[config.mk]
export PLATFORM = sky130hd
export DESIGN_NAME = infix_to_postfix_converter
export DESIGN_NICKNAME = d
export VERILOG_FILES = /design/src/hdl/i2p_pkg.sv /design/src/hdl/i2p_front.sv /design/src/hdl/i2p_outq.sv /design/src/hdl/i2p_back.sv /design/src/hdl/infix_to_postfix_converter.sv
export SDC_FILE = /design/constraint.sdc
export NUM_CORES = 1
export LEC_CHECK = 0
export ABC_AREA = 0
export BUFFER_PORTS_ARGS = -buffer_cell sky130_fd_sc_hd__clkbuf_2
export CAP_MARGIN = 20
export CORE_UTILIZATION = 50
export DETAILED_ROUTE_END_ITERATION = 10
export PLACE_DENSITY = 0.66
export SLEW_MARGIN = 0
export SYNTH_ARGS = -nofsm -noshare
export SYNTH_HDL_FRONTEND = slang
export SYNTH_HIERARCHICAL = 1
export SYNTH_SLANG_ARGS = --single-unit
[constraint.sdc]
create_clock -name clk -period 9.6 [get_ports clk]
set_input_delay 0.96 -clock clk [delete_from_list [all_inputs] [get_ports clk]]
set_output_delay 0.96 -clock clk [all_outputs]
set_load 0.005 [all_outputs]
[src/hdl/i2p_pkg.sv]
package i2p_pkg;

    // ASCII codes of the operator characters.
    localparam logic [7:0] CH_MUL   = 8'h2A;
    localparam logic [7:0] CH_DIV   = 8'h2F;
    localparam logic [7:0] CH_ADD   = 8'h2B;
    localparam logic [7:0] CH_SUB   = 8'h2D;
    localparam logic [7:0] CH_OPEN  = 8'h28;
    localparam logic [7:0] CH_CLOSE = 8'h29;

    // Item classes produced by the front end.
    localparam logic [1:0] CLS_OPND  = 2'd0;
    localparam logic [1:0] CLS_OPEN  = 2'd1;
    localparam logic [1:0] CLS_CLOSE = 2'd2;
    localparam logic [1:0] CLS_OPER  = 2'd3;

    // Status codes carried on the last result of an item.
    localparam logic [1:0] ST_OK       = 2'd0;
    localparam logic [1:0] ST_OVERFLOW = 2'd1;
    localparam logic [1:0] ST_CLOSE    = 2'd2;
    localparam logic [1:0] ST_OPEN     = 2'd3;

    // Queue between front end and sequencer.
    localparam int FQ_AW    = 1;
    localparam int FQ_DEPTH = 2 ** FQ_AW;

    // Result queue ahead of the output ports.
    localparam int OQ_AW    = 2;
    localparam int OQ_DEPTH = 2 ** OQ_AW;

    // One classified input item.
    typedef struct packed {
        logic [7:0] ch;
        logic       last;
        logic [1:0] cls;
    } item_t;

    // One result item.
    typedef struct packed {
        logic [7:0] ch;
        logic       valid;
        logic       run_last;
        logic       done;
        logic [1:0] status;
    } res_t;

endpackage

[src/hdl/i2p_front.sv]
module i2p_front (
    input  logic               clk,
    input  logic               rst_n,
    input  logic               push,
    output logic               full,
    input  logic [7:0]         in_char,
    input  logic               expr_last,
    output i2p_pkg::item_t     head,
    output logic               empty,
    input  logic               pop
);
    import i2p_pkg::*;

    item_t              entry_reg [FQ_DEPTH];
    logic [FQ_AW-1:0]   wr_ptr_reg;
    logic [FQ_AW-1:0]   rd_ptr_reg;
    logic [FQ_AW:0]     cnt_reg;
    logic               do_push;
    logic               do_pop;
    item_t              new_item;

    // Classify the incoming character.
    always_comb
    begin
        new_item.ch   = in_char;
        new_item.last = expr_last;
        case (in_char)
            CH_OPEN:                         new_item.cls = CLS_OPEN;
            CH_CLOSE:                        new_item.cls = CLS_CLOSE;
            CH_MUL, CH_DIV, CH_ADD, CH_SUB:  new_item.cls = CLS_OPER;
            default:                         new_item.cls = CLS_OPND;
        endcase
    end

    assign full    = (cnt_reg == (FQ_AW+1)'(FQ_DEPTH));
    assign empty   = (cnt_reg == '0);
    assign do_push = push && !full;
    assign do_pop  = pop && !empty;
    assign head    = entry_reg[rd_ptr_reg];

    // Queue pointers and fill count.
    always_ff @(posedge clk or negedge rst_n)
    begin
        if (!rst_n)
        begin
            wr_ptr_reg <= '0;
            rd_ptr_reg <= '0;
            cnt_reg    <= '0;
        end
        else
        begin
            if (do_push)
                wr_ptr_reg <= wr_ptr_reg + 1'b1;
            if (do_pop)
                rd_ptr_reg <= rd_ptr_reg + 1'b1;
            if (do_push && !do_pop)
                cnt_reg <= cnt_reg + 1'b1;
            else if (do_pop && !do_push)
                cnt_reg <= cnt_reg - 1'b1;
        end
    end

    // Queue storage.
    always_ff @(posedge clk)
    begin
        if (do_push)
            entry_reg[wr_ptr_reg] <= new_item;
    end

endmodule

[src/hdl/i2p_outq.sv]
module i2p_outq (
    input  logic               clk,
    input  logic               rst_n,
    input  logic               enq,
    input  i2p_pkg::res_t      enq_data,
    output logic               full,
    output i2p_pkg::res_t      head,
    output logic               empty,
    input  logic               pop
);
    import i2p_pkg::*;

    res_t               entry_reg [OQ_DEPTH];
    logic [OQ_AW-1:0]   wr_ptr_reg;
    logic [OQ_AW-1:0]   rd_ptr_reg;
    logic [OQ_AW:0]     cnt_reg;
    logic               do_enq;
    logic               do_pop;

    assign full   = (cnt_reg == (OQ_AW+1)'(OQ_DEPTH));
    assign empty  = (cnt_reg == '0);
    assign do_enq = enq && !full;
    assign do_pop = pop && !empty;
    assign head   = entry_reg[rd_ptr_reg];

    // Queue pointers and fill count.
    always_ff @(posedge clk or negedge rst_n)
    begin
        if (!rst_n)
        begin
            wr_ptr_reg <= '0;
            rd_ptr_reg <= '0;
            cnt_reg    <= '0;
        end
        else
        begin
            if (do_enq)
                wr_ptr_reg <= wr_ptr_reg + 1'b1;
            if (do_pop)
                rd_ptr_reg <= rd_ptr_reg + 1'b1;
            if (do_enq && !do_pop)
                cnt_reg <= cnt_reg + 1'b1;
            else if (do_pop && !do_enq)
                cnt_reg <= cnt_reg - 1'b1;
        end
    end

    // Queue storage.
    always_ff @(posedge clk)
    begin
        if (do_enq)
            entry_reg[wr_ptr_reg] <= enq_data;
    end

endmodule

[src/hdl/i2p_back.sv]
module i2p_back #(
    parameter int STACK_DEPTH = 16
) (
    input  logic               clk,
    input  logic               rst_n,
    input  i2p_pkg::item_t     item,
    input  logic               item_empty,
    output logic               item_pop,
    output logic               res_enq,
    output i2p_pkg::res_t      res_data,
    input  logic               res_full
);
    import i2p_pkg::*;

    localparam int CW = $clog2(STACK_DEPTH + 1);
    localparam int AW = $clog2(STACK_DEPTH);

    localparam logic [2:0] S_IDLE  = 3'd0;
    localparam logic [2:0] S_CLOSE = 3'd1;
    localparam logic [2:0] S_OPER  = 3'd2;
    localparam logic [2:0] S_FLUSH = 3'd3;
    localparam logic [2:0] S_FIN   = 3'd4;

    // Precedence of a character: 2 for * and /, 1 for + and -, else 0.
    function automatic logic [1:0] prec(input logic [7:0] c);
        logic [1:0] p;
        begin
            case (c)
                CH_MUL, CH_DIV:  p = 2'd2;
                CH_ADD, CH_SUB:  p = 2'd1;
                default:         p = 2'd0;
            endcase
            return p;
        end
    endfunction

    logic [7:0]     stack_mem [STACK_DEPTH];

    logic [2:0]     state_reg,      state_next;
    logic [7:0]     char_reg,       char_next;
    logic           last_reg,       last_next;
    logic [1:0]     err_reg,        err_next;
    logic           pend_valid_reg, pend_valid_next;
    logic [7:0]     pend_char_reg,  pend_char_next;
    logic [CW-1:0]  count_reg,      count_next;
    logic [7:0]     tos_reg,        tos_next;
    logic [7:0]     below_reg;
    logic [CW-1:0]  rd_addr;

    logic           emit_en;
    logic [7:0]     emit_char;
    logic           fin_en;
    logic           push_en;
    logic [7:0]     push_char;
    logic           pop_en;
    logic           step;
    logic           stack_empty;
    logic           stack_full;
    logic [2:0]     post_state;

    assign step        = !res_full;
    assign stack_empty = (count_reg == '0);
    assign stack_full  = (count_reg == CW'(STACK_DEPTH));
    assign post_state  = last_reg ? S_FLUSH : S_FIN;

    // Sequencer: one stack action or emit per cycle, stalled by res_full.
    always_comb
    begin
        state_next = state_reg;
        char_next  = char_reg;
        last_next  = last_reg;
        err_next   = err_reg;
        emit_en    = 1'b0;
        emit_char  = tos_reg;
        fin_en     = 1'b0;
        push_en    = 1'b0;
        push_char  = char_reg;
        pop_en     = 1'b0;
        item_pop   = 1'b0;

        case (state_reg)
            S_IDLE:
            begin
                if (!item_empty && step)
                begin
                    item_pop  = 1'b1;
                    char_next = item.ch;
                    last_next = item.last;
                    err_next  = ST_OK;
                    case (item.cls)
                        CLS_OPND:
                        begin
                            emit_en    = 1'b1;
                            emit_char  = item.ch;
                            state_next = item.last ? S_FLUSH : S_FIN;
                        end
                        CLS_OPEN:
                        begin
                            if (!stack_full)
                            begin
                                push_en   = 1'b1;
                                push_char = item.ch;
                            end
                            else
                                err_next = ST_OVERFLOW;
                            state_next = item.last ? S_FLUSH : S_FIN;
                        end
                        CLS_CLOSE:  state_next = S_CLOSE;
                        default:    state_next = S_OPER;
                    endcase
                end
            end
            S_CLOSE:
            begin
                if (step)
                begin
                    if (stack_empty)
                    begin
                        if (err_reg == ST_OK)
                            err_next = ST_CLOSE;
                        state_next = post_state;
                    end
                    else if (tos_reg == CH_OPEN)
                    begin
                        pop_en     = 1'b1;
                        state_next = post_state;
                    end
                    else
                    begin
                        emit_en = 1'b1;
                        pop_en  = 1'b1;
                    end
                end
            end
            S_OPER:
            begin
                if (step)
                begin
                    if (!stack_empty && (prec(tos_reg) >= prec(char_reg)))
                    begin
                        emit_en = 1'b1;
                        pop_en  = 1'b1;
                    end
                    else
                    begin
                        if (!stack_full)
                            push_en = 1'b1;
                        else if (err_reg == ST_OK)
                            err_next = ST_OVERFLOW;
                        state_next = post_state;
                    end
                end
            end
            S_FLUSH:
            begin
                if (step)
                begin
                    if (stack_empty)
                        state_next = S_FIN;
                    else
                    begin
                        pop_en = 1'b1;
                        if (tos_reg == CH_OPEN)
                        begin
                            if (err_reg == ST_OK)
                                err_next = ST_OPEN;
                        end
                        else
                            emit_en = 1'b1;
                    end
                end
            end
            S_FIN:
            begin
                if (step)
                begin
                    fin_en     = 1'b1;
                    state_next = S_IDLE;
                end
            end
            default:
            begin
                state_next = S_IDLE;
            end
        endcase
    end

    // A character is held back one step so that the last one of an item
    // can carry the end marks and the status.
    always_comb
    begin
        pend_valid_next = pend_valid_reg;
        pend_char_next  = pend_char_reg;
        res_enq         = 1'b0;
        res_data.ch       = pend_char_reg;
        res_data.valid    = 1'b1;
        res_data.run_last = 1'b0;
        res_data.done     = 1'b0;
        res_data.status   = ST_OK;

        if (emit_en)
        begin
            res_enq         = pend_valid_reg;
            pend_valid_next = 1'b1;
            pend_char_next  = emit_char;
        end
        else if (fin_en)
        begin
            res_enq           = pend_valid_reg || (err_reg != ST_OK) || last_reg;
            res_data.ch       = pend_valid_reg ? pend_char_reg : 8'h00;
            res_data.valid    = pend_valid_reg;
            res_data.run_last = 1'b1;
            res_data.done     = last_reg;
            res_data.status   = err_reg;
            pend_valid_next   = 1'b0;
        end
    end

    // Stack pointer and top-of-stack register.
    always_comb
    begin
        count_next = count_reg;
        tos_next   = tos_reg;
        if (push_en)
        begin
            count_next = count_reg + 1'b1;
            tos_next   = push_char;
        end
        else if (pop_en)
        begin
            count_next = count_reg - 1'b1;
            tos_next   = below_reg;
        end
    end

    assign rd_addr = count_next - CW'(2);

    // Control and item registers.
    always_ff @(posedge clk or negedge rst_n)
    begin
        if (!rst_n)
        begin
            state_reg      <= S_IDLE;
            count_reg      <= '0;
            pend_valid_reg <= 1'b0;
        end
        else
        begin
            state_reg      <= state_next;
            count_reg      <= count_next;
            pend_valid_reg <= pend_valid_next;
        end
    end

    // Payload registers.
    always_ff @(posedge clk)
    begin
        char_reg      <= char_next;
        last_reg      <= last_next;
        err_reg       <= err_next;
        pend_char_reg <= pend_char_next;
        tos_reg       <= tos_next;
    end

    // Stack memory: every push is written; the entry just below the top
    // is read ahead so that a pop can refill the top register at once.
    always_ff @(posedge clk)
    begin
        if (push_en)
            stack_mem[count_reg[AW-1:0]] <= push_char;
        if (count_next >= CW'(2))
            below_reg <= stack_mem[rd_addr[AW-1:0]];
    end

endmodule

[src/hdl/infix_to_postfix_converter.sv]
// Channel   Handshake            Fields
// input     push / full          in_char, expr_last
// result    pop / empty          out_char, char_valid, run_last, expr_done, status
//
// The sequencer takes one item at a time: it emits an operand, pushes a '(',
// pops and emits operators down to the '(' for a ')', pops those of equal or higher
// precedence before pushing an operator, and flushes the stack after a final item.
// A read-ahead register gives one stack pop per cycle while the output has room.
// Reset clears the queues, the stack pointer and the sequencer; no clearing
// pass is needed. Each side stalls on its own through the input and result queues.
module infix_to_postfix_converter #(
    parameter int STACK_DEPTH = 16
) (
    input  logic        clk,
    input  logic        rst_n,
    input  logic        push,
    output logic        full,
    input  logic [7:0]  in_char,
    input  logic        expr_last,
    output logic        empty,
    input  logic        pop,
    output logic [7:0]  out_char,
    output logic        char_valid,
    output logic        run_last,
    output logic        expr_done,
    output logic [1:0]  status
);
    import i2p_pkg::*;

    item_t  item;
    logic   item_empty;
    logic   item_pop;
    logic   res_enq;
    res_t   res_data;
    logic   res_full;
    res_t   res_head;

    // Front end: classify characters and queue them.
    i2p_front u_front (
        .clk       (clk),
        .rst_n     (rst_n),
        .push      (push),
        .full      (full),
        .in_char   (in_char),
        .expr_last (expr_last),
        .head      (item),
        .empty     (item_empty),
        .pop       (item_pop)
    );

    // Back end: operator stack and sequencer.
    i2p_back #(
        .STACK_DEPTH (STACK_DEPTH)
    ) u_back (
        .clk        (clk),
        .rst_n      (rst_n),
        .item       (item),
        .item_empty (item_empty),
        .item_pop   (item_pop),
        .res_enq    (res_enq),
        .res_data   (res_data),
        .res_full   (res_full)
    );

    // Result queue toward the output ports.
    i2p_outq u_outq (
        .clk      (clk),
        .rst_n    (rst_n),
        .enq      (res_enq),
        .enq_data (res_data),
        .full     (res_full),
        .head     (res_head),
        .empty    (empty),
        .pop      (pop)
    );

    assign out_char   = res_head.ch;
    assign char_valid = res_head.valid;
    assign run_last   = res_head.run_last;
    assign expr_done  = res_head.done;
    assign status     = res_head.status;

endmodule
==> flow_metrics.env <==
export IMPL_synth_commonest_cells="edfxtp_1 (237), inv_1 (48), mux2_2 (45)"
export IMPL_critical_path_arrival_ns=6.08
export IMPL_synth_edf_count=237
export IMPL_dieArea_um2=23300
export IMPL_final_core_util_pct=56.7
export IMPL_row_count=54
export IMPL_setup_viol=0
export IMPL_synth_area_leaders="edfxtp_1 (63%), mux2_2 (4.5%), dfrtp_1 (4.4%)"
export IMPL_drc=0
export IMPL_core_um2=22000
export IMPL_die_h_um=153
export IMPL_post_route_period_util_pct=59.3
export IMPL_required_ns=9.99
export IMPL_worst_r2r_endpoint="u_back/below_reg[1]"
export IMPL_antenna_found_initial=0
export IMPL_ir_drop_uv=214
export IMPL_grt_pass1_vias=6525
export IMPL_worstSetupStartpointType="flip-flop"
export IMPL_cts_hold_buffers_added=0
export IMPL_cts_root_buf="clkbuf_16"
export IMPL_cts_sinks=257
export IMPL_synth_nets=791
export IMPL_io_buffers=27
export IMPL_end_kind="flip-flop"
export IMPL_synth_top_area_cell="edfxtp_1"
export IMPL_synth_distinct_cells=61
export IMPL_yosysMostFrequentCell="edfxtp_1"
export IMPL_min_path_type="in -> async"
export IMPL_ys_seq_area_share_pct=67.2
export IMPL_ff2ff_setup_slack_ns=3.91
export IMPL_status="finished clean"
export IMPL_slew_headroom_pct=28.0
export IMPL_post_cts_repair_setup_buffers=0
export IMPL_crit_slowest_cell="o211a_1"
export IMPL_min_period_ns=5.69
export IMPL_area_growth_pct=10.1
export IMPL_cts_made_buffers=27
export IMPL_wire_per_inst_um=23.1
export IMPL_crit_path_cell_trace="nor4b_1 > and2_1 > nand3_1 > ha_1 > nor2b_1 > o211ai_1 > and3_1 > o211a_1 > nor2_1 > inv_2 > ha_1 > nand2b_1 > a22oi_1 > nor3_1 > o211ai_1 > nand4_1"
export IMPL_synth_seq_cells=257
export IMPL_path_class="reg -> reg"
export IMPL_antenna_cells=0
export IMPL_synth_cells=763
export IMPL_die_width_um=153
export IMPL_clock_latency_ns=0.54
export IMPL_rsz0062_at_grt="no"
export IMPL_io_pins=28
export IMPL_netlist_area_leader_share_pct=62.8
export IMPL_path_clk_slew_ns=0.07
export IMPL_drt_total_wl_um=25000
export IMPL_worst_slew_pin_slew_ns=1.08
export IMPL_tns_ns=0
export IMPL_cts_resized_gates=0
export IMPL_maxSlewViolCount=0
export IMPL_synth_ff_type="edfxtp_1"
export IMPL_fmax_mhz=176
export IMPL_syn_area_per_cell_um2=14.9
export IMPL_crit_buf_inv=1
export IMPL_largest_reg_flops=128
export IMPL_place_congestion=0.899
export IMPL_total_leakage_power_uw=0.00429
export IMPL_slowest_delay_ns=0.91
export IMPL_async_reset_ff_share_pct=7.78
export IMPL_hpwl_um=16400
export IMPL_final_hold_viol_count=0
export IMPL_clock_skew_ns=0.0226
export IMPL_r2r_start="u_back/tos_reg[4]"
export IMPL_start_util_pct=51.5
export IMPL_vias_per_cell=6.17
export IMPL_grt_pass1_wl_um=38400
export IMPL_grt_start_max_net_pins=55
export IMPL_cts_tree="built"
export IMPL_nNetsFinal=813
export IMPL_ant_nets=0
export IMPL_drtPass1Iterations=7
export IMPL_yosysWarnings=6
export IMPL_r2r_cells=16
export IMPL_cts_buffer_depth=3
export IMPL_vias=6683
export IMPL_cap_violations=0
export IMPL_cp_max_fo=34
export IMPL_htreeDepth=1
export IMPL_cellPowerDensity_nw_per_um2=398
export IMPL_overflow=0
export IMPL_cp_top_family="simple AND/OR/NAND/NOR gates"
export IMPL_track_usage_pct=21.9
export IMPL_drtIter0Drc=559
export IMPL_synth_area_um2=11300
export IMPL_drive_gt1_share_pct=18.5
==> per-layer routing <==
layer  global-route usage [%]  up-vias  wire [um]
met4                     8.23        0        954
met5                        0        -          0
met3                     3.33       64       1390
met1                     29.3     3335      10500
li1                         -     3037          -
met2                     36.3      247      12200
==> cell families after synthesis <==
kind of cell    after synthesis  synth area share, %
fa+ha+maj                    15                 1.72
xor+xnor                     18                 1.39
compound gates              144                 9.99
buf+inv                      93                 3.74
mux                          66                 8.11
flops                       257                 67.2
simple gates                170                 7.83
==> layout make-up <==
type,instances,area (um^2)
clock buffer,36,709
inverter,49,184
clock inverter,12,103
timing repair buffer,37,205
multi-input combinational,413,3310
sequential,257,7620
tap,280,350
fill,1754,9550
==> worst register-to-register path, cell delays in order, from the launching register on <==
cell and delay [ns]:
edfxtp_1 0.38, nor4b_1 0.42, and2_1 0.22, nand3_1 0.08
ha_1 0.21, nor2b_1 0.15, o211ai_1 0.37, and3_1 0.43
o211a_1 0.92, nor2_1 0.18, inv_2 0.44, ha_1 0.32
nand2b_1 0.15, a22oi_1 0.10, nor3_1 0.79, o211ai_1 0.23
nand4_1 0.17
==> report_power, final <==
group          leakage [uW]  internal, uW  switching, uW  total, uW
clock              0.000387           548            410        958
sequential          0.00241          1710            187       1900
combinational       0.00150           764           1350       2110
total               0.00429          3020           1950       4970
==> per-stage QoR <==
step | power, uW | setup WS (ns) | instances | instance area, um^2 | hold WS (ns)
6_report | 4970 | 3.91 | 1084 | 12500 | 0.429
5_1_grt | 5230 | 3.36 | 1084 | 12500 | 0.453
4_1_cts | 4980 | 4.03 | 1079 | 12400 | 0.424
3_5_place_dp | 4010 | 4.03 | 1031 | 11600 | 0.473
3_3_place_gp | 3940 | 4.31 | 1031 | 11600 | 0.464
2_1_floorplan | 3400 | 5.48 | 763 | 11300 | 0.445
==> worst max path at each step <==
stage	start	endpoint	slack (ns)	depth (start not counted)
4_1_cts	u_back/tos_reg[4]	u_back/below_reg[1]	4.03	16
5_1_grt	u_back/tos_reg[4]	u_back/below_reg[3]	3.36	16
3_5_place_dp	u_back/tos_reg[4]	u_back/below_reg[1]	4.03	16
6_report	u_back/tos_reg[4]	u_back/below_reg[1]	3.91	16
3_3_place_gp	u_back/tos_reg[4]	u_back/below_reg[4]	4.31	16
2_1_floorplan	u_back/tos_reg[4]	u_back/below_reg[0]	5.48	18
==> cell usage in the layout, fill, tap and decap left out, types with 11 or more instances in the layout <==
cell type | netlist | final
clkbuf_2 | 0 | 27
nor2_1 | 39 | 39
o221ai_1 | 32 | 32
dfrtp_1 | 20 | 20
xnor2_1 | 11 | 11
mux4_2 | 13 | 13
nand2_1 | 42 | 42
o211ai_1 | 33 | 33
ha_1 | 14 | 14
o2111ai_1 | 32 | 32
nor2b_1 | 13 | 13
mux2_2 | 45 | 45
inv_1 | 48 | 48
edfxtp_1 | 237 | 237
nor3_1 | 16 | 16
clkbuf_16 | 0 | 27
Power figures use the tool's default switching activity.
